`src/hdl/sdsh_pkg.sv`:
```
// Types, codes and helpers shared by the SD card SPI host sequencer.
package sdsh_pkg;

   localparam int unsigned BLOCK_BYTES = 512;

   typedef enum logic [5:0] {
      PH_IDLE, I_WAKE, I_CMD0, I_CMD8, I_R7, I_V2_55, I_V2_41, I_CMD58, I_OCR,
      I_V1_55, I_V1_41, I_V1L_55, I_V1L_41, I_MMC, I_CMD16,
      R_CMD, R_TOKEN, R_DATA, R_CRC, R_STOP,
      W_55, W_23, W_CMD, W_READY, W_DATA, W_CRC, W_RESP, W_STOPRDY, W_STOPTOK,
      PH_FIN
   } phase_type;

   typedef enum logic [2:0] {
      E_NONE, E_DESEL, E_READY, E_SELFAIL, E_FRAME, E_RESP
   } eng_type;

   localparam logic [1:0] OP_INIT  = 2'd0;
   localparam logic [1:0] OP_READ  = 2'd1;
   localparam logic [1:0] OP_WRITE = 2'd2;

   localparam logic [2:0] ST_OK        = 3'd0;
   localparam logic [2:0] ST_NO_RESP   = 3'd1;
   localparam logic [2:0] ST_CMD_ERR   = 3'd2;
   localparam logic [2:0] ST_TOKEN_TO  = 3'd3;
   localparam logic [2:0] ST_WR_REJECT = 3'd4;
   localparam logic [2:0] ST_BUSY_TO   = 3'd5;
   localparam logic [2:0] ST_INIT_FAIL = 3'd6;

   localparam logic [2:0] CT_NONE = 3'd0;
   localparam logic [2:0] CT_MMC  = 3'd1;
   localparam logic [2:0] CT_SD1  = 3'd2;
   localparam logic [2:0] CT_SD2  = 3'd3;
   localparam logic [2:0] CT_SDHC = 3'd4;

   localparam logic [2:0] REG_RESET_RETRY = 3'd0;
   localparam logic [2:0] REG_INIT_RETRY  = 3'd1;
   localparam logic [2:0] REG_RESP_POLL   = 3'd2;
   localparam logic [2:0] REG_READY_WAIT  = 3'd3;
   localparam logic [2:0] REG_TOKEN_WAIT  = 3'd4;
   localparam logic [2:0] REG_WAKEUP      = 3'd5;

   localparam logic [5:0] CMD0  = 6'd0;
   localparam logic [5:0] CMD1  = 6'd1;
   localparam logic [5:0] CMD8  = 6'd8;
   localparam logic [5:0] CMD12 = 6'd12;
   localparam logic [5:0] CMD16 = 6'd16;
   localparam logic [5:0] CMD17 = 6'd17;
   localparam logic [5:0] CMD18 = 6'd18;
   localparam logic [5:0] CMD23 = 6'd23;
   localparam logic [5:0] CMD24 = 6'd24;
   localparam logic [5:0] CMD25 = 6'd25;
   localparam logic [5:0] CMD41 = 6'd41;
   localparam logic [5:0] CMD55 = 6'd55;
   localparam logic [5:0] CMD58 = 6'd58;

   localparam logic [7:0] FILL_BYTE   = 8'hFF;
   localparam logic [7:0] TOK_START   = 8'hFE;
   localparam logic [7:0] TOK_MULTI   = 8'hFC;
   localparam logic [7:0] TOK_STOP    = 8'hFD;
   localparam logic [7:0] DRESP_OK    = 8'h05;
   localparam logic [7:0] CRC_CMD0    = 8'h95;
   localparam logic [7:0] CRC_CMD8    = 8'h87;
   localparam logic [7:0] CRC_DUMMY   = 8'h01;
   localparam logic [31:0] ARG_CMD8   = 32'h0000_01AA;
   localparam logic [31:0] ARG_HCS    = 32'h4000_0000;

   typedef struct packed {
      logic        func;
      logic [1:0]  op;
      logic [31:0] sector;
      logic [7:0]  count;
      logic [7:0]  miso_byte;
      logic [7:0]  write_data;
   } req_type;

   typedef struct packed {
      logic       mosi_valid;
      logic [7:0] mosi_byte;
      logic       cs_active;
      logic       fast_clock;
      logic       read_valid;
      logic [7:0] read_data;
      logic       write_request;
      logic       done_res;
      logic [2:0] status;
      logic [7:0] response_code;
      logic [2:0] card_type;
   } rsp_type;

   typedef struct packed {
      logic [5:0]  code;
      logic [31:0] arg;
      logic [7:0]  crc;
      phase_type   next;
   } cmd_type;

   function automatic cmd_type mk_cmd(logic [5:0] code, logic [31:0] arg,
                                      logic [7:0] crc, phase_type next);
      cmd_type c;
      c.code = code;
      c.arg  = arg;
      c.crc  = crc;
      c.next = next;
      return c;
   endfunction

   function automatic logic [7:0] frame_byte(logic [5:0] code, logic [31:0] arg,
                                             logic [7:0] crc, logic [2:0] i);
      logic [7:0] b;
      case (i)
         3'd0:    b = {2'b01, code};
         3'd1:    b = arg[31:24];
         3'd2:    b = arg[23:16];
         3'd3:    b = arg[15:8];
         3'd4:    b = arg[7:0];
         3'd5:    b = crc;
         default: b = FILL_BYTE;
      endcase
      return b;
   endfunction

endpackage

```
`src/hdl/sd_card_spi_host_sequencer_unit.sv`:
```
// SD card SPI host sequencer: request and card-byte handling, one transaction per step.
// Each transaction is captured in the input register and its result in the result register.
// Throughput: one transaction per cycle while rsp_ready accepts results; the state update and the
// input and result registers all advance together and all stall while a result is not taken.
// Reset: synchronous, active high; clears the sequencer state and restores default limits.
module sd_card_spi_host_sequencer_unit
   import sdsh_pkg::*;
(
   input  logic        clock,
   input  logic        reset,
   input  logic        req_valid,
   output logic        req_ready,
   input  req_type     req_data,
   output logic        rsp_valid,
   input  logic        rsp_ready,
   output rsp_type     rsp_data,
   input  logic        psel,
   input  logic        penable,
   input  logic        pwrite,
   input  logic [4:0]  paddr,
   input  logic [31:0] pwdata,
   output logic [31:0] prdata,
   output logic        pready
);

   logic [7:0]  reset_lim_ff, resp_lim_ff, wake_ff;
   logic [15:0] init_lim_ff, tok_lim_ff;
   logic [23:0] ready_lim_ff;

   logic    in_v_ff, out_v_ff, advance;
   req_type in_ff;
   rsp_type out_ff, out_in;

   phase_type   phase_ff, phase_in;
   eng_type     eng_ff, eng_in;
   logic [9:0]  bi_ff, bi_in, bi_n;
   logic [23:0] rc_ff, rc_in;
   logic [2:0]  dt_ff, dt_in;
   logic [31:0] ba_ff, ba_in, ba_n;
   logic [7:0]  bl_ff, bl_in, bl_n;
   logic [7:0]  lr_ff, lr_in;
   logic [7:0]  rb_ff [4];
   logic [7:0]  rb_in [4];
   logic [1:0]  op_ff, op_in;
   logic [15:0] tries_ff, tries_in;
   logic [5:0]  code_ff, code_in;
   logic [31:0] arg_ff, arg_in;
   logic [7:0]  crc_ff, crc_in;
   logic [2:0]  err_ff, err_in, e_cr;
   logic        multi_ff, multi_in, cs_ff, cs_in, fast_ff, fast_in;

   logic        do_start, do_fin, do_cres, cr_sf;
   logic [7:0]  cr_r, m;
   cmd_type     sc;

   assign pready    = 1'b1;
   assign advance   = in_v_ff && (!out_v_ff || rsp_ready);
   assign req_ready = !in_v_ff || advance;
   assign rsp_valid = out_v_ff;
   assign rsp_data  = out_ff;
   assign m         = in_ff.miso_byte;

   always_comb begin
      case (paddr[4:2])
         REG_RESET_RETRY: prdata = {24'd0, reset_lim_ff};
         REG_INIT_RETRY:  prdata = {16'd0, init_lim_ff};
         REG_RESP_POLL:   prdata = {24'd0, resp_lim_ff};
         REG_READY_WAIT:  prdata = {8'd0, ready_lim_ff};
         REG_TOKEN_WAIT:  prdata = {16'd0, tok_lim_ff};
         REG_WAKEUP:      prdata = {24'd0, wake_ff};
         default:         prdata = 32'd0;
      endcase
   end

   always_comb begin
      phase_in = phase_ff; eng_in = eng_ff; bi_in = bi_ff; rc_in = rc_ff;
      dt_in = dt_ff; ba_in = ba_ff; bl_in = bl_ff; lr_in = lr_ff;
      rb_in = rb_ff; op_in = op_ff; tries_in = tries_ff; code_in = code_ff;
      arg_in = arg_ff; crc_in = crc_ff; err_in = err_ff; multi_in = multi_ff;
      cs_in = cs_ff; fast_in = fast_ff;
      out_in = '0;
      do_start = 1'b0; do_fin = 1'b0; do_cres = 1'b0; cr_sf = 1'b0; cr_r = 8'd0;
      sc = mk_cmd(CMD0, 32'd0, 8'd0, PH_IDLE);
      bi_n = 10'(bi_ff + 10'd1);
      bl_n = 8'(bl_ff - 8'd1);
      ba_n = (dt_ff == CT_SDHC) ? in_ff.sector : {in_ff.sector[22:0], 9'd0};
      e_cr = ST_OK;

      if (!in_ff.func) begin
         if (phase_ff == PH_IDLE) begin
            op_in = in_ff.op; err_in = ST_OK; eng_in = E_NONE;
            if (in_ff.op == OP_INIT) begin
               dt_in = CT_NONE; fast_in = 1'b0; bi_in = 10'd0; phase_in = I_WAKE;
               if (wake_ff != 8'd0) begin
                  out_in.mosi_valid = 1'b1; out_in.mosi_byte = FILL_BYTE; cs_in = 1'b0;
               end else begin
                  tries_in = 16'd0;
                  do_start = 1'b1; sc = mk_cmd(CMD0, 32'd0, CRC_CMD0, I_CMD0);
               end
            end else if (in_ff.op != OP_READ && in_ff.op != OP_WRITE) begin
               out_in.done_res = 1'b1; out_in.status = ST_CMD_ERR;
            end else if (in_ff.count == 8'd0) begin
               out_in.done_res = 1'b1; out_in.status = ST_OK;
            end else begin
               ba_in = ba_n; bl_in = in_ff.count; multi_in = (in_ff.count != 8'd1);
               do_start = 1'b1;
               if (in_ff.op == OP_READ)
                  sc = mk_cmd(multi_in ? CMD18 : CMD17, ba_n, CRC_DUMMY, R_CMD);
               else if (!multi_in)
                  sc = mk_cmd(CMD24, ba_n, CRC_DUMMY, W_CMD);
               else if (dt_ff != CT_MMC)
                  sc = mk_cmd(CMD55, 32'd0, CRC_DUMMY, W_55);
               else
                  sc = mk_cmd(CMD25, ba_n, CRC_DUMMY, W_CMD);
            end
         end
      end else if (phase_ff != PH_IDLE) begin
         if (eng_ff != E_NONE) begin
            case (eng_ff)
               E_DESEL: begin
                  rc_in = 24'd0; eng_in = E_READY;
                  out_in.mosi_valid = 1'b1; out_in.mosi_byte = FILL_BYTE; cs_in = 1'b1;
               end
               E_READY: begin
                  out_in.mosi_valid = 1'b1; out_in.mosi_byte = FILL_BYTE; cs_in = 1'b1;
                  if (m == FILL_BYTE) begin
                     bi_in = 10'd1; eng_in = E_FRAME;
                     out_in.mosi_byte = frame_byte(code_ff, arg_ff, crc_ff, 3'd0);
                  end else if (rc_ff < ready_lim_ff) begin
                     rc_in = 24'(rc_ff + 24'd1);
                  end else begin
                     eng_in = E_SELFAIL; cs_in = 1'b0;
                  end
               end
               E_SELFAIL: begin
                  eng_in = E_NONE; do_cres = 1'b1; cr_r = FILL_BYTE; cr_sf = 1'b1;
               end
               E_FRAME: begin
                  out_in.mosi_valid = 1'b1; cs_in = 1'b1;
                  if (bi_ff < ((code_ff == CMD12) ? 10'd7 : 10'd6)) begin
                     out_in.mosi_byte = frame_byte(code_ff, arg_ff, crc_ff, bi_ff[2:0]);
                     bi_in = bi_n;
                  end else begin
                     rc_in = 24'd0; eng_in = E_RESP; out_in.mosi_byte = FILL_BYTE;
                  end
               end
               default: begin
                  if (m[7] && rc_ff < {16'd0, resp_lim_ff}) begin
                     rc_in = 24'(rc_ff + 24'd1);
                     out_in.mosi_valid = 1'b1; out_in.mosi_byte = FILL_BYTE; cs_in = 1'b1;
                  end else begin
                     eng_in = E_NONE; do_cres = 1'b1; cr_r = m;
                  end
               end
            endcase
         end else begin
            case (phase_ff)
               I_WAKE: begin
                  bi_in = bi_n;
                  if (bi_n < {2'd0, wake_ff}) begin
                     out_in.mosi_valid = 1'b1; out_in.mosi_byte = FILL_BYTE; cs_in = 1'b0;
                  end else begin
                     tries_in = 16'd0;
                     do_start = 1'b1; sc = mk_cmd(CMD0, 32'd0, CRC_CMD0, I_CMD0);
                  end
               end
               I_R7, I_OCR: begin
                  rb_in[bi_ff[1:0]] = m;
                  bi_in = bi_n;
                  if (bi_n < 10'd4) begin
                     out_in.mosi_valid = 1'b1; out_in.mosi_byte = FILL_BYTE; cs_in = 1'b1;
                  end else if (phase_ff == I_OCR) begin
                     dt_in = rb_in[0][6] ? CT_SDHC : CT_SD2;
                     do_fin = 1'b1;
                  end else if (rb_in[2] == 8'h01 && rb_in[3] == ARG_CMD8[7:0]) begin
                     tries_in = 16'd0;
                     do_start = 1'b1; sc = mk_cmd(CMD55, 32'd0, CRC_DUMMY, I_V2_55);
                  end else begin
                     do_fin = 1'b1;
                  end
               end
               R_TOKEN: begin
                  if (m == TOK_START) begin
                     bi_in = 10'd0; phase_in = R_DATA;
                     out_in.mosi_valid = 1'b1; out_in.mosi_byte = FILL_BYTE; cs_in = 1'b1;
                  end else if (rc_ff < {8'd0, tok_lim_ff}) begin
                     rc_in = 24'(rc_ff + 24'd1);
                     out_in.mosi_valid = 1'b1; out_in.mosi_byte = FILL_BYTE; cs_in = 1'b1;
                  end else begin
                     if (err_in == ST_OK) err_in = ST_TOKEN_TO;
                     if (multi_ff) begin
                        do_start = 1'b1; sc = mk_cmd(CMD12, 32'd0, CRC_DUMMY, R_STOP);
                     end else begin
                        do_fin = 1'b1;
                     end
                  end
               end
               R_DATA: begin
                  out_in.read_valid = 1'b1; out_in.read_data = m;
                  if (bi_n >= 10'(BLOCK_BYTES)) begin
                     bi_in = 10'd0; phase_in = R_CRC;
                  end else begin
                     bi_in = bi_n;
                  end
                  out_in.mosi_valid = 1'b1; out_in.mosi_byte = FILL_BYTE; cs_in = 1'b1;
               end
               R_CRC: begin
                  bi_in = bi_n;
                  if (bi_n < 10'd2) begin
                     out_in.mosi_valid = 1'b1; out_in.mosi_byte = FILL_BYTE; cs_in = 1'b1;
                  end else begin
                     bl_in = bl_n;
                     if (multi_ff && bl_n != 8'd0) begin
                        rc_in = 24'd0; phase_in = R_TOKEN;
                        out_in.mosi_valid = 1'b1; out_in.mosi_byte = FILL_BYTE; cs_in = 1'b1;
                     end else if (multi_ff) begin
                        do_start = 1'b1; sc = mk_cmd(CMD12, 32'd0, CRC_DUMMY, R_STOP);
                     end else begin
                        do_fin = 1'b1;
                     end
                  end
               end
               W_READY: begin
                  if (m == FILL_BYTE) begin
                     bi_in = 10'd0; phase_in = W_DATA; out_in.write_request = 1'b1;
                     out_in.mosi_valid = 1'b1; cs_in = 1'b1;
                     out_in.mosi_byte = multi_ff ? TOK_MULTI : TOK_START;
                  end else if (rc_ff < ready_lim_ff) begin
                     rc_in = 24'(rc_ff + 24'd1);
                     out_in.mosi_valid = 1'b1; out_in.mosi_byte = FILL_BYTE; cs_in = 1'b1;
                  end else begin
                     if (err_in == ST_OK) err_in = ST_BUSY_TO;
                     if (multi_ff) begin
                        rc_in = 24'd0; phase_in = W_STOPRDY;
                        out_in.mosi_valid = 1'b1; out_in.mosi_byte = FILL_BYTE; cs_in = 1'b1;
                     end else begin
                        do_fin = 1'b1;
                     end
                  end
               end
               W_DATA: begin
                  out_in.mosi_valid = 1'b1; out_in.mosi_byte = in_ff.write_data;
                  cs_in = 1'b1;
                  if (bi_n < 10'(BLOCK_BYTES)) begin
                     out_in.write_request = 1'b1; bi_in = bi_n;
                  end else begin
                     bi_in = 10'd0; phase_in = W_CRC;
                  end
               end
               W_CRC: begin
                  bi_in = bi_n;
                  out_in.mosi_valid = 1'b1; out_in.mosi_byte = FILL_BYTE; cs_in = 1'b1;
                  if (bi_n >= 10'd3) phase_in = W_RESP;
               end
               W_RESP: begin
                  if ((m & 8'h1F) != DRESP_OK && err_in == ST_OK) err_in = ST_WR_REJECT;
                  bl_in = bl_n;
                  if (!multi_ff) begin
                     do_fin = 1'b1;
                  end else begin
                     rc_in = 24'd0;
                     phase_in = (err_in == ST_OK && bl_n != 8'd0) ? W_READY : W_STOPRDY;
                     out_in.mosi_valid = 1'b1; out_in.mosi_byte = FILL_BYTE; cs_in = 1'b1;
                  end
               end
               W_STOPRDY: begin
                  if (m == FILL_BYTE) begin
                     phase_in = W_STOPTOK;
                     out_in.mosi_valid = 1'b1; out_in.mosi_byte = TOK_STOP; cs_in = 1'b1;
                  end else if (rc_ff < ready_lim_ff) begin
                     rc_in = 24'(rc_ff + 24'd1);
                     out_in.mosi_valid = 1'b1; out_in.mosi_byte = FILL_BYTE; cs_in = 1'b1;
                  end else begin
                     if (err_in == ST_OK) err_in = ST_BUSY_TO;
                     do_fin = 1'b1;
                  end
               end
               W_STOPTOK: do_fin = 1'b1;
               default: begin
                  out_in.done_res = 1'b1;
                  if (op_ff == OP_INIT) begin
                     out_in.status = (dt_ff != CT_NONE) ? ST_OK : ST_INIT_FAIL;
                     fast_in = 1'b1;
                  end else begin
                     out_in.status = err_ff;
                  end
                  cs_in = 1'b0; phase_in = PH_IDLE;
               end
            endcase
         end
      end

      // command response handling
      if (do_cres) begin
         e_cr = cr_sf ? ST_BUSY_TO : (cr_r[7] ? ST_NO_RESP : ST_CMD_ERR);
         lr_in = cr_r;
         case (phase_ff)
            I_CMD0: begin
               if (cr_r == 8'h01) begin
                  do_start = 1'b1; sc = mk_cmd(CMD8, ARG_CMD8, CRC_CMD8, I_CMD8);
               end else if (tries_ff < {8'd0, reset_lim_ff}) begin
                  tries_in = 16'(tries_ff + 16'd1);
                  do_start = 1'b1; sc = mk_cmd(CMD0, 32'd0, CRC_CMD0, I_CMD0);
               end else begin
                  do_fin = 1'b1;
               end
            end
            I_CMD8: begin
               if (cr_r == 8'h01) begin
                  bi_in = 10'd0; phase_in = I_R7;
                  out_in.mosi_valid = 1'b1; out_in.mosi_byte = FILL_BYTE; cs_in = 1'b1;
               end else begin
                  do_start = 1'b1; sc = mk_cmd(CMD55, 32'd0, CRC_DUMMY, I_V1_55);
               end
            end
            I_V2_55: begin
               do_start = 1'b1; sc = mk_cmd(CMD41, ARG_HCS, CRC_DUMMY, I_V2_41);
            end
            I_V2_41: begin
               if (cr_r == 8'd0) begin
                  do_start = 1'b1; sc = mk_cmd(CMD58, 32'd0, CRC_DUMMY, I_CMD58);
               end else if (tries_ff < init_lim_ff) begin
                  tries_in = 16'(tries_ff + 16'd1);
                  do_start = 1'b1; sc = mk_cmd(CMD55, 32'd0, CRC_DUMMY, I_V2_55);
               end else begin
                  do_fin = 1'b1;
               end
            end
            I_CMD58: begin
               if (cr_r == 8'd0) begin
                  bi_in = 10'd0; phase_in = I_OCR;
                  out_in.mosi_valid = 1'b1; out_in.mosi_byte = FILL_BYTE; cs_in = 1'b1;
               end else begin
                  do_fin = 1'b1;
               end
            end
            I_V1_55: begin
               do_start = 1'b1; sc = mk_cmd(CMD41, 32'd0, CRC_DUMMY, I_V1_41);
            end
            I_V1_41: begin
               tries_in = 16'd0; do_start = 1'b1;
               if (cr_r <= 8'd1) begin
                  dt_in = CT_SD1; sc = mk_cmd(CMD55, 32'd0, CRC_DUMMY, I_V1L_55);
               end else begin
                  dt_in = CT_MMC; sc = mk_cmd(CMD1, 32'd0, CRC_DUMMY, I_MMC);
               end
            end
            I_V1L_55: begin
               do_start = 1'b1; sc = mk_cmd(CMD41, 32'd0, CRC_DUMMY, I_V1L_41);
            end
            I_V1L_41, I_MMC: begin
               if (cr_r == 8'd0) begin
                  do_start = 1'b1;
                  sc = mk_cmd(CMD16, 32'(BLOCK_BYTES), CRC_DUMMY, I_CMD16);
               end else if (tries_ff < init_lim_ff) begin
                  tries_in = 16'(tries_ff + 16'd1); do_start = 1'b1;
                  if (phase_ff == I_MMC)
                     sc = mk_cmd(CMD1, 32'd0, CRC_DUMMY, I_MMC);
                  else
                     sc = mk_cmd(CMD55, 32'd0, CRC_DUMMY, I_V1L_55);
               end else begin
                  dt_in = CT_NONE; do_fin = 1'b1;
               end
            end
            I_CMD16: begin
               if (cr_r != 8'd0) dt_in = CT_NONE;
               do_fin = 1'b1;
            end
            R_CMD: begin
               if (cr_r == 8'd0) begin
                  rc_in = 24'd0; phase_in = R_TOKEN;
                  out_in.mosi_valid = 1'b1; out_in.mosi_byte = FILL_BYTE; cs_in = 1'b1;
               end else begin
                  if (err_in == ST_OK) err_in = e_cr;
                  if (multi_ff) begin
                     do_start = 1'b1; sc = mk_cmd(CMD12, 32'd0, CRC_DUMMY, R_STOP);
                  end else begin
                     do_fin = 1'b1;
                  end
               end
            end
            W_55: begin
               do_start = 1'b1; sc = mk_cmd(CMD23, {24'd0, bl_ff}, CRC_DUMMY, W_23);
            end
            W_23: begin
               do_start = 1'b1; sc = mk_cmd(CMD25, ba_ff, CRC_DUMMY, W_CMD);
            end
            W_CMD: begin
               if (cr_r == 8'd0) begin
                  rc_in = 24'd0; phase_in = W_READY;
                  out_in.mosi_valid = 1'b1; out_in.mosi_byte = FILL_BYTE; cs_in = 1'b1;
               end else begin
                  if (err_in == ST_OK) err_in = e_cr;
                  do_fin = 1'b1;
               end
            end
            default: do_fin = 1'b1;
         endcase
      end

      if (do_start) begin
         code_in = sc.code; arg_in = sc.arg; crc_in = sc.crc;
         phase_in = sc.next; eng_in = E_DESEL;
         out_in.mosi_valid = 1'b1; out_in.mosi_byte = FILL_BYTE; cs_in = 1'b0;
      end
      if (do_fin) begin
         eng_in = E_NONE; phase_in = PH_FIN;
         out_in.mosi_valid = 1'b1; out_in.mosi_byte = FILL_BYTE; cs_in = 1'b0;
      end

      out_in.cs_active     = cs_in;
      out_in.fast_clock    = fast_in;
      out_in.response_code = lr_in;
      out_in.card_type     = dt_in;
   end

   always_ff @(posedge clock) begin
      if (reset) begin
         reset_lim_ff <= 8'd20;
         init_lim_ff  <= 16'd65534;
         resp_lim_ff  <= 8'd31;
         ready_lim_ff <= 24'd16777214;
         tok_lim_ff   <= 16'd4095;
         wake_ff      <= 8'd10;
      end else if (psel && penable && pwrite) begin
         case (paddr[4:2])
            REG_RESET_RETRY: reset_lim_ff <= pwdata[7:0];
            REG_INIT_RETRY:  init_lim_ff  <= pwdata[15:0];
            REG_RESP_POLL:   resp_lim_ff  <= pwdata[7:0];
            REG_READY_WAIT:  ready_lim_ff <= pwdata[23:0];
            REG_TOKEN_WAIT:  tok_lim_ff   <= pwdata[15:0];
            REG_WAKEUP:      wake_ff      <= pwdata[7:0];
            default: ;
         endcase
      end
   end

   always_ff @(posedge clock) begin
      if (req_valid && req_ready) in_ff <= req_data;
      if (advance) out_ff <= out_in;
   end

   always_ff @(posedge clock) begin
      if (reset) begin
         in_v_ff  <= 1'b0;
         out_v_ff <= 1'b0;
      end else begin
         if (req_ready) in_v_ff <= req_valid;
         if (advance) out_v_ff <= 1'b1;
         else if (rsp_ready) out_v_ff <= 1'b0;
      end
   end

   always_ff @(posedge clock) begin
      if (reset) begin
         phase_ff <= PH_IDLE; eng_ff <= E_NONE; bi_ff <= 10'd0; rc_ff <= 24'd0;
         dt_ff <= CT_NONE; ba_ff <= 32'd0; bl_ff <= 8'd0; lr_ff <= 8'd0;
         rb_ff <= '{default: 8'd0};
         op_ff <= OP_INIT; tries_ff <= 16'd0; code_ff <= CMD0; arg_ff <= 32'd0;
         crc_ff <= 8'd0; err_ff <= ST_OK; multi_ff <= 1'b0; cs_ff <= 1'b0;
         fast_ff <= 1'b0;
      end else if (advance) begin
         phase_ff <= phase_in; eng_ff <= eng_in; bi_ff <= bi_in; rc_ff <= rc_in;
         dt_ff <= dt_in; ba_ff <= ba_in; bl_ff <= bl_in; lr_ff <= lr_in;
         rb_ff <= rb_in;
         op_ff <= op_in; tries_ff <= tries_in; code_ff <= code_in; arg_ff <= arg_in;
         crc_ff <= crc_in; err_ff <= err_in; multi_ff <= multi_in; cs_ff <= cs_in;
         fast_ff <= fast_in;
      end
   end

endmodule
```
`config.mk`:
```
export PLATFORM = sky130hd
export DESIGN_NAME = sd_card_spi_host_sequencer_unit
export DESIGN_NICKNAME = d
export VERILOG_FILES = /design/src/hdl/sdsh_pkg.sv /design/src/hdl/sd_card_spi_host_sequencer_unit.sv
export SDC_FILE = /design/constraint.sdc
export NUM_CORES = 1
export LEC_CHECK = 0
export BUFFER_PORTS_ARGS = -buffer_cell sky130_fd_sc_hd__buf_4
export CORE_UTILIZATION = 25
export CTS_BUF_LIST = sky130_fd_sc_hd__clkbuf_16
export DETAILED_ROUTE_END_ITERATION = 8
export PLACE_DENSITY = 0.41
export SLEW_MARGIN = 20
export SYNTH_ARGS = -nofsm -noshare
export SYNTH_HDL_FRONTEND = slang
export SYNTH_SLANG_ARGS = --single-unit
```
`constraint.sdc`:
```
create_clock -name clock -period 3.65 [get_ports clock]
set_input_delay 0.365 -clock clock [delete_from_list [all_inputs] [get_ports clock]]
set_output_delay 0.365 -clock clock [all_outputs]
set_load 0.01 [all_outputs]
```
======== Word level (Yosys, flattened, before mapping) ========
Index checks and enable logic that the tools add are counted.
storage, ports and cells
  flip-flop bits (word level) ............. 373
  input bits .............................. 103
cells by class
  $add $sub $neg .......................... 4
  order comparisons ....................... 15
  eq/ne operators ......................... 66
  multiplexer cells ....................... 323
  bitwise gates (word level) .............. 8
  reductions and logical operators ........ 65
operators with widths
  operator                                       count
  two-way mux 52 bit                             25
  case mux 52 bit (11 select lines)              1
  two-way mux 24 bit                             17
  two-way mux 50 bit                             5
  two-way mux 16 bit                             15
  case mux 52 bit (4 select lines)               1
  two-way mux 9 bit                              22
  case mux 24 bit (6 select lines)               1
  two-way mux 10 bit                             14
  two-way mux 6 bit                              23
  two-way mux 3 bit                              45
  two-way mux 8 bit                              16
  case mux 24 bit (5 select lines)               1
  case mux 24 bit (4 select lines)               1
  two-way mux 1 bit                              93
  case mux 9 bit (9 select lines)                1
  == test 6 x 5 -> 1 bit, second input constant  12
  == test 6 x 4 -> 1 bit, second input constant  9
  case mux 6 bit (9 select lines)                1
  case mux 10 bit (5 select lines)               1
  case mux 16 bit (3 select lines)               1
  case mux 8 bit (6 select lines)                1
  case mux 10 bit (2 select lines)               2
  two-way mux 4 bit                              9
  83 further kinds                               164

======== Logic depth before layout (Yosys ltp) ========
Gate-level depths: netlist of run 1.
  depth after elaboration ................. 21
  mapped depth ............................ 17
  mapped depth without buffers ............ 15

======== Worst setup path after synthesis of run 1 ========
No wires, ideal clock.
  path kind ............................... register to register
  start ................................... register bi_ff[1]
  end ..................................... register out_ff, in the netlist rsp_data[27] (data pin)
  arrival ................................. 2,992 ps
  data required time ...................... 3,391 ps
  path slack .............................. 398 ps
  cell stages (with the launch flop) ...... 18
  path buffers ............................ 2
  clock period less this slack ............ 3,252 ps
  path through ............................ dfxtp_1 ha_1 clkbuf_1 nand2_1 xor2_1 inv_1 ha_1 a21oi_1 nand2_1 a21oi_1 o211ai_1 nor2b_1 nor2_1 a31o_2 and3b_1 and3_1 buf_2 o21ai_1
between the ends
  longest elaborated chain between the ends .. 20
RTL lines
  element                                                                                   RTL line                                                                                                                RTL
  from (decl)                                                                               sd_card_spi_host_sequencer_unit.sv:36                                                                                   logic [9:0] bi_ff, bi_in, bi_n;
  from (signal assigned)                                                                    sd_card_spi_host_sequencer_unit.sv:463                                                                                  phase_ff <= phase_in; eng_ff <= eng_in; bi_ff <= bi_in; rc_ff <= rc_in;
  NOT 2 -> 3 bit (not written as such)                                                      sd_card_spi_host_sequencer_unit.sv:168                                                                                  rb_in[bi_ff[1:0]] = m;
  >= comparator 3 bit (not written as such) or < comparator 3 x 1 -> 1 bit (tied branches)  sd_card_spi_host_sequencer_unit.sv:168
  logical AND 1 bit (not written as such)                                                   sd_card_spi_host_sequencer_unit.sv:168
  two-way mux 8 bit (not written as such)                                                   sd_card_spi_host_sequencer_unit.sv:168
  demux 8 bit (select 2 bit)                                                                sd_card_spi_host_sequencer_unit.sv:168
  bitwise mux 32 bit                                                                        sd_card_spi_host_sequencer_unit.sv:168
  == test 8 x 1 -> 1 bit or == test 8 bit (tied branches)                                   sd_card_spi_host_sequencer_unit.sv:175                                                                                  end else if (rb_in[2] == 8'h01 && rb_in[3] == ARG_CMD8[7:0]) begin
  logical AND 1 bit                                                                         sd_card_spi_host_sequencer_unit.sv:175
  [... 4 more ...]                                                                          -
  two-way mux 1 bit                                                                         sd_card_spi_host_sequencer_unit.sv:118                                                                                  if (eng_ff != E_NONE) begin
  two-way mux 1 bit                                                                         sd_card_spi_host_sequencer_unit.sv:117                                                                                  end else if (phase_ff != PH_IDLE) begin
  two-way mux 1 bit                                                                         sd_card_spi_host_sequencer_unit.sv:89                                                                                   if (!in_ff.func) begin
  two-way mux 1 bit, on equally long branches                                               -
  two-way mux 1 bit, on equally long branches                                               sd_card_spi_host_sequencer_unit.sv:370, sd_card_spi_host_sequencer_unit.sv:299, sd_card_spi_host_sequencer_unit.sv:320
  case mux 1 bit (5 select lines)                                                           sd_card_spi_host_sequencer_unit.sv:297                                                                                  case (phase_ff)
  two-way mux 1 bit                                                                         sd_card_spi_host_sequencer_unit.sv:294                                                                                  if (do_cres) begin
  OR reduction 2 bit (no line)                                                              -
  to (signal assigned)                                                                      sd_card_spi_host_sequencer_unit.sv:440                                                                                  if (advance) out_ff <= out_in;
  to (decl)                                                                                 sd_card_spi_host_sequencer_unit.sv:32                                                                                   rsp_type out_ff, out_in;
Several ways; a longest one is shown, not always the timed one.
A chain may end at the register's enable or synchronous reset.

======== Worst setup path in the final report of run 1 ========
  start ................................... register bi_ff[0]
  end ..................................... register rc_ff[9]
between the ends
  longest elaborated chain between the ends .. 10
RTL lines
  element                           RTL line                                                                        RTL
  adder 10 x 1 -> 10 bit            sd_card_spi_host_sequencer_unit.sv:84                                           bi_n = 10'(bi_ff + 10'd1);
  < comparator 10 x 2 -> 1 bit      sd_card_spi_host_sequencer_unit.sv:209                                          if (bi_n < 10'd2) begin
  two-way mux 24 bit                sd_card_spi_host_sequencer_unit.sv:209
  case mux 24 bit (5 select lines)  sd_card_spi_host_sequencer_unit.sv:157                                          case (phase_ff)
  two-way mux 24 bit *              sd_card_spi_host_sequencer_unit.sv:118
  two-way mux 24 bit *              sd_card_spi_host_sequencer_unit.sv:117
  two-way mux 24 bit *              sd_card_spi_host_sequencer_unit.sv:89
  two-way mux 24 bit                sd_card_spi_host_sequencer_unit.sv:370, sd_card_spi_host_sequencer_unit.sv:389
  two-way mux 24 bit                -
  two-way mux 24 bit *              sd_card_spi_host_sequencer_unit.sv:294
  to (signal assigned)              sd_card_spi_host_sequencer_unit.sv:463
  to (decl)                         sd_card_spi_host_sequencer_unit.sv:37                                           logic [23:0] rc_ff, rc_in;
Mark *: on every way between the ends. The rest lies on a longest branch, timed or not.

==> results of run 1 <==
==> state kept, by name, summed over array words and instances, names as in the netlist, 4 cells and up <==
| signal | flops |
|---|---|
| arg_ff | 32 |
| ba_ff | 32 |
| bi_ff | 10 |
| bl_ff | 8 |
| code_ff | 6 |
| crc_ff | 4 |
| in_ff | 51 |
| init_lim_ff | 16 |
| lr_ff | 8 |
| m | 8 |
| phase_ff | 6 |
| rb_ff | 17 |
| rc_ff | 24 |
| ready_lim_ff | 24 |
| reset_lim_ff | 8 |
| resp_lim_ff | 8 |
| rsp_data | 36 |
| tok_lim_ff | 16 |
| tries_ff | 16 |
| wake_ff | 8 |
==> how the worst min path moves through the flow <==
stage	cells after the start	slack, ns	to
after floorplan	2	0.43	ba_ff[0]$_SDFFE_PP0P_
after global placement	2	0.44	ba_ff[8]$_SDFFE_PP0P_
after detailed placement	2	0.45	ba_ff[4]$_SDFFE_PP0P_
after CTS	3	0.0006	init_lim_ff[9]$_SDFFE_PP1P_
after global routing	3	0.02	ready_lim_ff[9]$_SDFFE_PP1P_
final	3	0.04	ready_lim_ff[9]$_SDFFE_PP1P_
==> cell families after synthesis <==
group,count (synthesis),synth area share [%]
AOI/OAI and AO/OA,840,25.4
xor gates and xnor gates,20,0.792
adders and majority gates,88,4.97
buffers and inverters,319,5.93
DFF,354,36.3
muxes,95,4.58
other,2,0.0340
and+or+nand+nor,1038,22.0
==> repair_timing <==
item / in CTS / in global routing
setup endpoints to repair: 26 / 92
buffers inserted: 1 / 4
gates resized for setup: 5 / 38
pin swaps: 0 / 12
hold endpoints to repair: 79 / 0
hold buffers: 74 / 0
==> cells in the final DEF, fill, tap and decap left out, types with 10 or more instances in the layout <==
cell / Yosys / final
nor2b_1: 28 / 27
mux2_2: 29 / 29
o21a_1: 12 / 12
and3_1: 16 / 15
a211oi_1: 77 / 73
nand3_1: 83 / 83
edfxtp_1: 95 / 95
ha_1: 87 / 85
o21ai_0: 149 / 147
clkbuf_16: 0 / 48
a221oi_1: 20 / 20
and2_1: 22 / 21
a22oi_1: 40 / 40
buf_12: 0 / 20
or3_1: 18 / 18
mux2i_1: 64 / 64
o21ai_1: 20 / 20
buf_4: 13 / 481
o22ai_1: 21 / 20
a21oi_1: 196 / 193
nand2_1: 305 / 303
o2111ai_1: 10 / 10
o211ai_1: 93 / 93
nand4_1: 25 / 25
nand2b_1: 26 / 26
a221o_1: 12 / 12
clkinv_1: 2 / 12
nor2_1: 325 / 322
a21o_1: 18 / 17
xnor2_1: 13 / 12
nor3_1: 94 / 90
a31oi_1: 41 / 41
dlygate4sd3_1: 0 / 74
o311a_1: 13 / 13
inv_1: 112 / 117
dfxtp_1: 259 / 259
nor4_1: 25 / 23
or2_2: 12 / 12
==> worst max-delay path: cells and delay by family, from the launching register on <==
family	cells	cell delay, ns
simple gates	4	1.18
buf+inv	4	0.59
flops	1	0.33
fa+ha+maj	1	0.22
compound gates	5	1.16
==> power by group <==
group          switching, mW  total [mW]  internal (mW)
logic                  0.978        1.62          0.645
clock network           1.94        4.62           2.68
registers             0.0933        4.25           4.16
==> through the flow <==
stage          instance area [um2]  std cells  hold WS (ns)  power, mW  TNS (ns)
6_report                     29200       4375        0.0356       10.5         0
5_1_grt                      29200       4375        0.0179       10.9  -0.00153
4_1_cts                      29000       4371      0.000569       10.6         0
3_5_place_dp                 26700       4212         0.446       5.87    -0.363
3_3_place_gp                 26700       4212         0.439       5.87    -0.359
2_1_floorplan                22100       2763         0.432       5.06         0
==> metal layers <==
| layer | vias up | share of wire [%] |
|---|---|---|
| met2 | 694 | 49 |
| met1 | 11300 | 43 |
| li1 | 11000 | - |
| met5 | - | 0 |
| met4 | 0 | 4.2 |
| met3 | 177 | 4.0 |
==> final cells by class <==
cell class / count / area (um2) / area share, %
multi-input cells: 2090 / 13000 / 44.5
clock inverters: 37 / 320 / 1.10
inverters: 114 / 429 / 1.47
clock buffers: 48 / 1200 / 4.11
well taps: 1155 / 1450 / 4.94
flip-flops and latches: 354 / 8040 / 27.5
repair buffers: 577 / 4770 / 16.3
==> flow_summary.yaml, run 1 <==
outcome:
  outcome: "finished, final reports clean"
cts:
  cts_root_buf: "clkbuf_16"
  clock_path_buffers: 3
  cts_buffers: 47
  htree_levels: 2
  clock_sinks: 354
  clk_latency_ns: 0.61
  tritoncts: "done"
  clk_pin_slew_ns: 0.06
sta:
  hold_viol: 0
  setup_viol: 0
  fmax_mhz: 283
  tightestPinTransition_ns: 1.25
  post-route-min-period_ns: 3.53
  fin_worst_skew_ns: 0.0229
  slew_viol_final: 0
  fin_ws_ns: 0.116
  fin_crit_sh_pct: 96.8
  max-slew-margin-rel_pct: 16.3
synth:
  synth-edff-count: 95
  async_flop_share_pct: 0
  synth_top_area_share_pct: 23.4
  yosysSeqAreaShare_pct: 36.3
  synth.area.top_cells: "dfxtp_1 (23%), edfxtp_1 (13%), nor2_1 (5.5%)"
  synth_flop_cell: "dfxtp_1"
  yosys_register_bits: 354
  synth_common_cells: "nor2_1 (325), nand2_1 (305), dfxtp_1 (259)"
  synth_largest_area_cell: "dfxtp_1"
  yosys.cell_types.count: 96
  synth.most_common_cell: "nor2_1"
  synthCells: 2756
  yosys_warnings: 0
  synth.avg_cell_area_um2: 8.03
  syn-cell-area_mm2: 0.0221
worst_setup_path:
  r2r_cells: 14
  worst_r2r_endpoint: "rc_ff[9]$_SDFFE_PP0P_"
  cp_common_cell: "buf_4"
  r2r_start: "bi_ff[0]$_SDFFE_PP0P_"
  cp-startpoint: "bi_ff[0]$_SDFFE_PP0P_"
  cpMaxStageDelayCell: "a2111oi_0"
  critPathKind: "reg2reg"
  endpoint: "rc_ff[9]$_SDFFE_PP0P_"
  worst_ep_arrival_time_ns: 4.08
  cp.required_ns: 4.19
  end_kind: "flip-flop"
  critical_path.cell_chain: "ha_1 -> buf_4 -> buf_4 -> nand3_1 -> or4b_1 -> o311ai_2 -> and4_4 -> buf_4 -> a21oi_1 -> nand3_1 -> buf_12 -> o2111ai_1 -> a2111oi_0 -> a31o_2"
  r2r_slack_ns: 0.12
  worstPathMaxFanout: 9
  cp-start-kind: "flip-flop"
  max_stage_delay_ns: 0.56
routing:
  vias_per_cell: 5.30
  via_count: 23200
  drtPass1Iterations: 7
  ant_nets: 0
  wl_per_cell_um: 23.1
  drc_errors: 0
  totalWireLength_um: 101000
  drtIter0Drc: 1523
global_routing:
  grtUsageMet2_pct: 38.6
  grt_pass1_vias: 22800
  busiest_layer: "met2"
  antenna_found_initial: 1
  grt_usage_pct: 22.0
  grt_max_degree: 142
  grtUsageMet1_pct: 27.6
  grt_pass1_wl_um: 149000
  overflow: 0
  met3_usage_pct: 2.09
min_path:
  hp-start: "pwdata[9]"
  hp-class: "in2reg"
power:
  leakagePower_nw: 11.5
  pwr_density_cell_mw_per_mm2: 359
  ir_drop_uv: 343
floorplan:
  core_region_area_mm2: 0.0872
  initial_utilization_pct: 25.4
  rows: 108
  die_h_um: 299
  io_pins: 174
  chipWidth_um: 299
  die-area_mm2: 0.0897
placed_design:
  pre_cts_ws_ns: -0.104
  gp_congestion: 0.929
  dp_hpwl_um: 77300
  place.port_buffers: 154
finish:
  nNetsFinal: 3374
  drive_gt1_share_pct: 21.2
  area_delta_synth_final_pct: 32.1
  fin_util_pct: 33.5
  fillerInstances: 9223
  antenna_cells: 0
job:
  max-cap-violations: 0
No activity file was read; power rests on OpenSTA's default activity.
==> inputs of run 2 (changes only) <==
--- a/config.mk
+++ b/config.mk
@@ -6,6 +6,7 @@
 export NUM_CORES = 1
 export LEC_CHECK = 0
 export BUFFER_PORTS_ARGS = -buffer_cell sky130_fd_sc_hd__buf_4
+export CORE_ASPECT_RATIO = 1.2
 export CORE_UTILIZATION = 25
 export CTS_BUF_LIST = sky130_fd_sc_hd__clkbuf_16
 export DETAILED_ROUTE_END_ITERATION = 8
==> run 2 against run 1 <==
Routed wire length down 3.7%. Core utilization down 1.3 points. Largest cell class unchanged. Worst hold slack better by 0.016 ns. Combinational power down 6%. Clock power about the same.
==> flow_summary.yaml, run 2 (synthesized netlist as in run 1, its figures left out) <==
outcome:
  outcome: "finished, final reports clean"
worst_setup_path:
  critPathKind: "reg2reg"
  end_kind: "flip-flop"
  cp-start-kind: "flip-flop"
  cp.required_ns: 3.98
  worstPathMaxFanout: 9
  worst_ep_arrival_time_ns: 3.86
routing:
  vias_per_cell: 5.32
  via_count: 22700
  drtIter0Drc: 1657
  totalWireLength_um: 97400
  drc_errors: 0
  ant_nets: 0
  wl_per_cell_um: 22.8
  drtPass1Iterations: 6
floorplan:
  io_pins: 174
  rows: 119
  die-area_mm2: 0.0897
  chipWidth_um: 274
  core_region_area_mm2: 0.0877
  die_h_um: 328
  initial_utilization_pct: 25.2
finish:
  final_common_cell: "buf_4"
  area_delta_synth_final_pct: 28.0
  nNetsFinal: 3267
  largest_reg_flops: 51
  drive_gt1_share_pct: 18.3
  fillerInstances: 9238
  final_cell_mix: "buf_4 (380), nor2_1 (322), nand2_1 (303)"
  antenna_cells: 0
  largest_register: "in_ff"
  fin_util_pct: 32.3
placed_design:
  dp_hpwl_um: 73400
  gp_congestion: 0.990
  pre_cts_ws_ns: -0.348
  place.port_buffers: 154
power:
  ir_drop_uv: 295
  leakagePower_nw: 11.0
  pwr_density_cell_mw_per_mm2: 368
  p_total_mw: 10.4
sta:
  max-slew-margin-rel_pct: 27.7
  tightestPinTransition_ns: 1.08
  fin_ws_ns: 0.119
  fin_hold_ws_ns: 0.0516
  setup_viol: 0
  hold_viol: 0
  fmax_mhz: 283
  slew_viol_final: 0
  fin_crit_sh_pct: 96.7
  post-route-min-period_ns: 3.53
  fin_worst_skew_ns: 0.0282
global_routing:
  grt_pass1_wl_um: 144000
  grt_usage_pct: 21.3
  grt_pass1_vias: 22400
  antenna_found_initial: 0
  grt_max_degree: 83
  overflow: 0
cts:
  cts_root_buf: "clkbuf_16"
  clock_path_buffers: 3
  clk_latency_ns: 0.61
  tritoncts: "done"
  clock_sinks: 354
  clk_pin_slew_ns: 0.06
  htree_levels: 2
  cts_buffers: 46
job:
  max-cap-violations: 0
min_path:
  hp-class: "in2reg"
[run 2: changes by cell type in the layout (fill, tap and decap cells not counted), sizes merged]
cell | before | now
buf | 503 | 396
clkbuf | 48 | 49
clkinv | 22 | 18
dlygate4sd3 | 74 | 75
inv | 121 | 125
[run 2: critical path: stages (launching register included)]
cell,delay [ns]
dfxtp_1,0.39
buf_4,0.18
nand2_1,0.11
o21a_1,0.20
or2_2,0.33
ha_1,0.30
nand3_1,0.09
nand2_1,0.06
a21oi_1,0.16
o211ai_1,0.12
nor2b_2,0.24
nor2_1,0.14
a31o_2,0.24
and3b_1,0.24
and3_1,0.25
buf_12,0.15
o21ai_1,0.06
[run 2: power by group]
part / internal (mW) / switching, mW / total (mW)
clock network: 2.72 / 1.92 / 4.64
registers: 4.16 / 0.0964 / 4.26
logic: 0.595 / 0.932 / 1.53
total: 7.47 / 2.95 / 10.4
[run 2: timing repair]
| action | 4_1_cts | 5_1_grt |
|---|---|---|
| endpoints found under the setup margin | 40 | 76 |
| endpoints found under the hold margin | 84 | 0 |
| hold buffers | 75 | 0 |
| resized for setup | 3 | 22 |
| setup buffers | 0 | 5 |
| pin swaps | 0 | 4 |
[run 2: per-stage QoR]
stage | cell area [um2] | setup TNS [ns] | cells
2_1_floorplan | 22100 | 0 | 2763
3_3_place_gp | 25900 | -0.314 | 4098
3_5_place_dp | 25900 | -0.822 | 4098
4_1_cts | 28200 | 0 | 4259
5_1_grt | 28300 | -0.0149 | 4264
6_report | 28300 | 0 | 4264
[run 2: final timing paths]
| path | end | startpoint | cells after the start | slack (ns) |
|---|---|---|---|---|
| setup / recovery | rsp_data[33]$_SDFFCE_PP1P_ | bi_ff[0]$_SDFFE_PP0P_ | 16 | 0.12 |
| hold / removal | wake_ff[1]$_SDFFE_PP1P_ | pwdata[1] | 3 | 0.05 |
| setup reg to reg | rsp_data[33]$_SDFFCE_PP1P_ | bi_ff[0]$_SDFFE_PP0P_ | 16 | 0.12 |
| hold reg to reg | ba_ff[4]$_SDFFE_PP0P_ | ba_ff[4]$_SDFFE_PP0P_ | 2 | 0.45 |
[run 2: cell type report]
type                       count  area, um2  area share (%)
multi-input combinational   2090      12900            45.7
sequential                   354       8040            28.4
timing repair buffer         471       3920            13.8
tap                         1149       1440            5.08
clock buffer                  49       1230            4.33
inverter                     114        429            1.52
clock inverter                37        309            1.09
[run 2: metal layers]
metal	vias to the layer above	share of wire, %	global-route usage, %	wire length, um
li1	10800	-	-	-
met1	10900	40	24.8	38600
met2	786	50	38.0	48900
met3	190	5.1	2.81	5010
met4	0	5.0	10.2	4870
met5	-	0	0	0
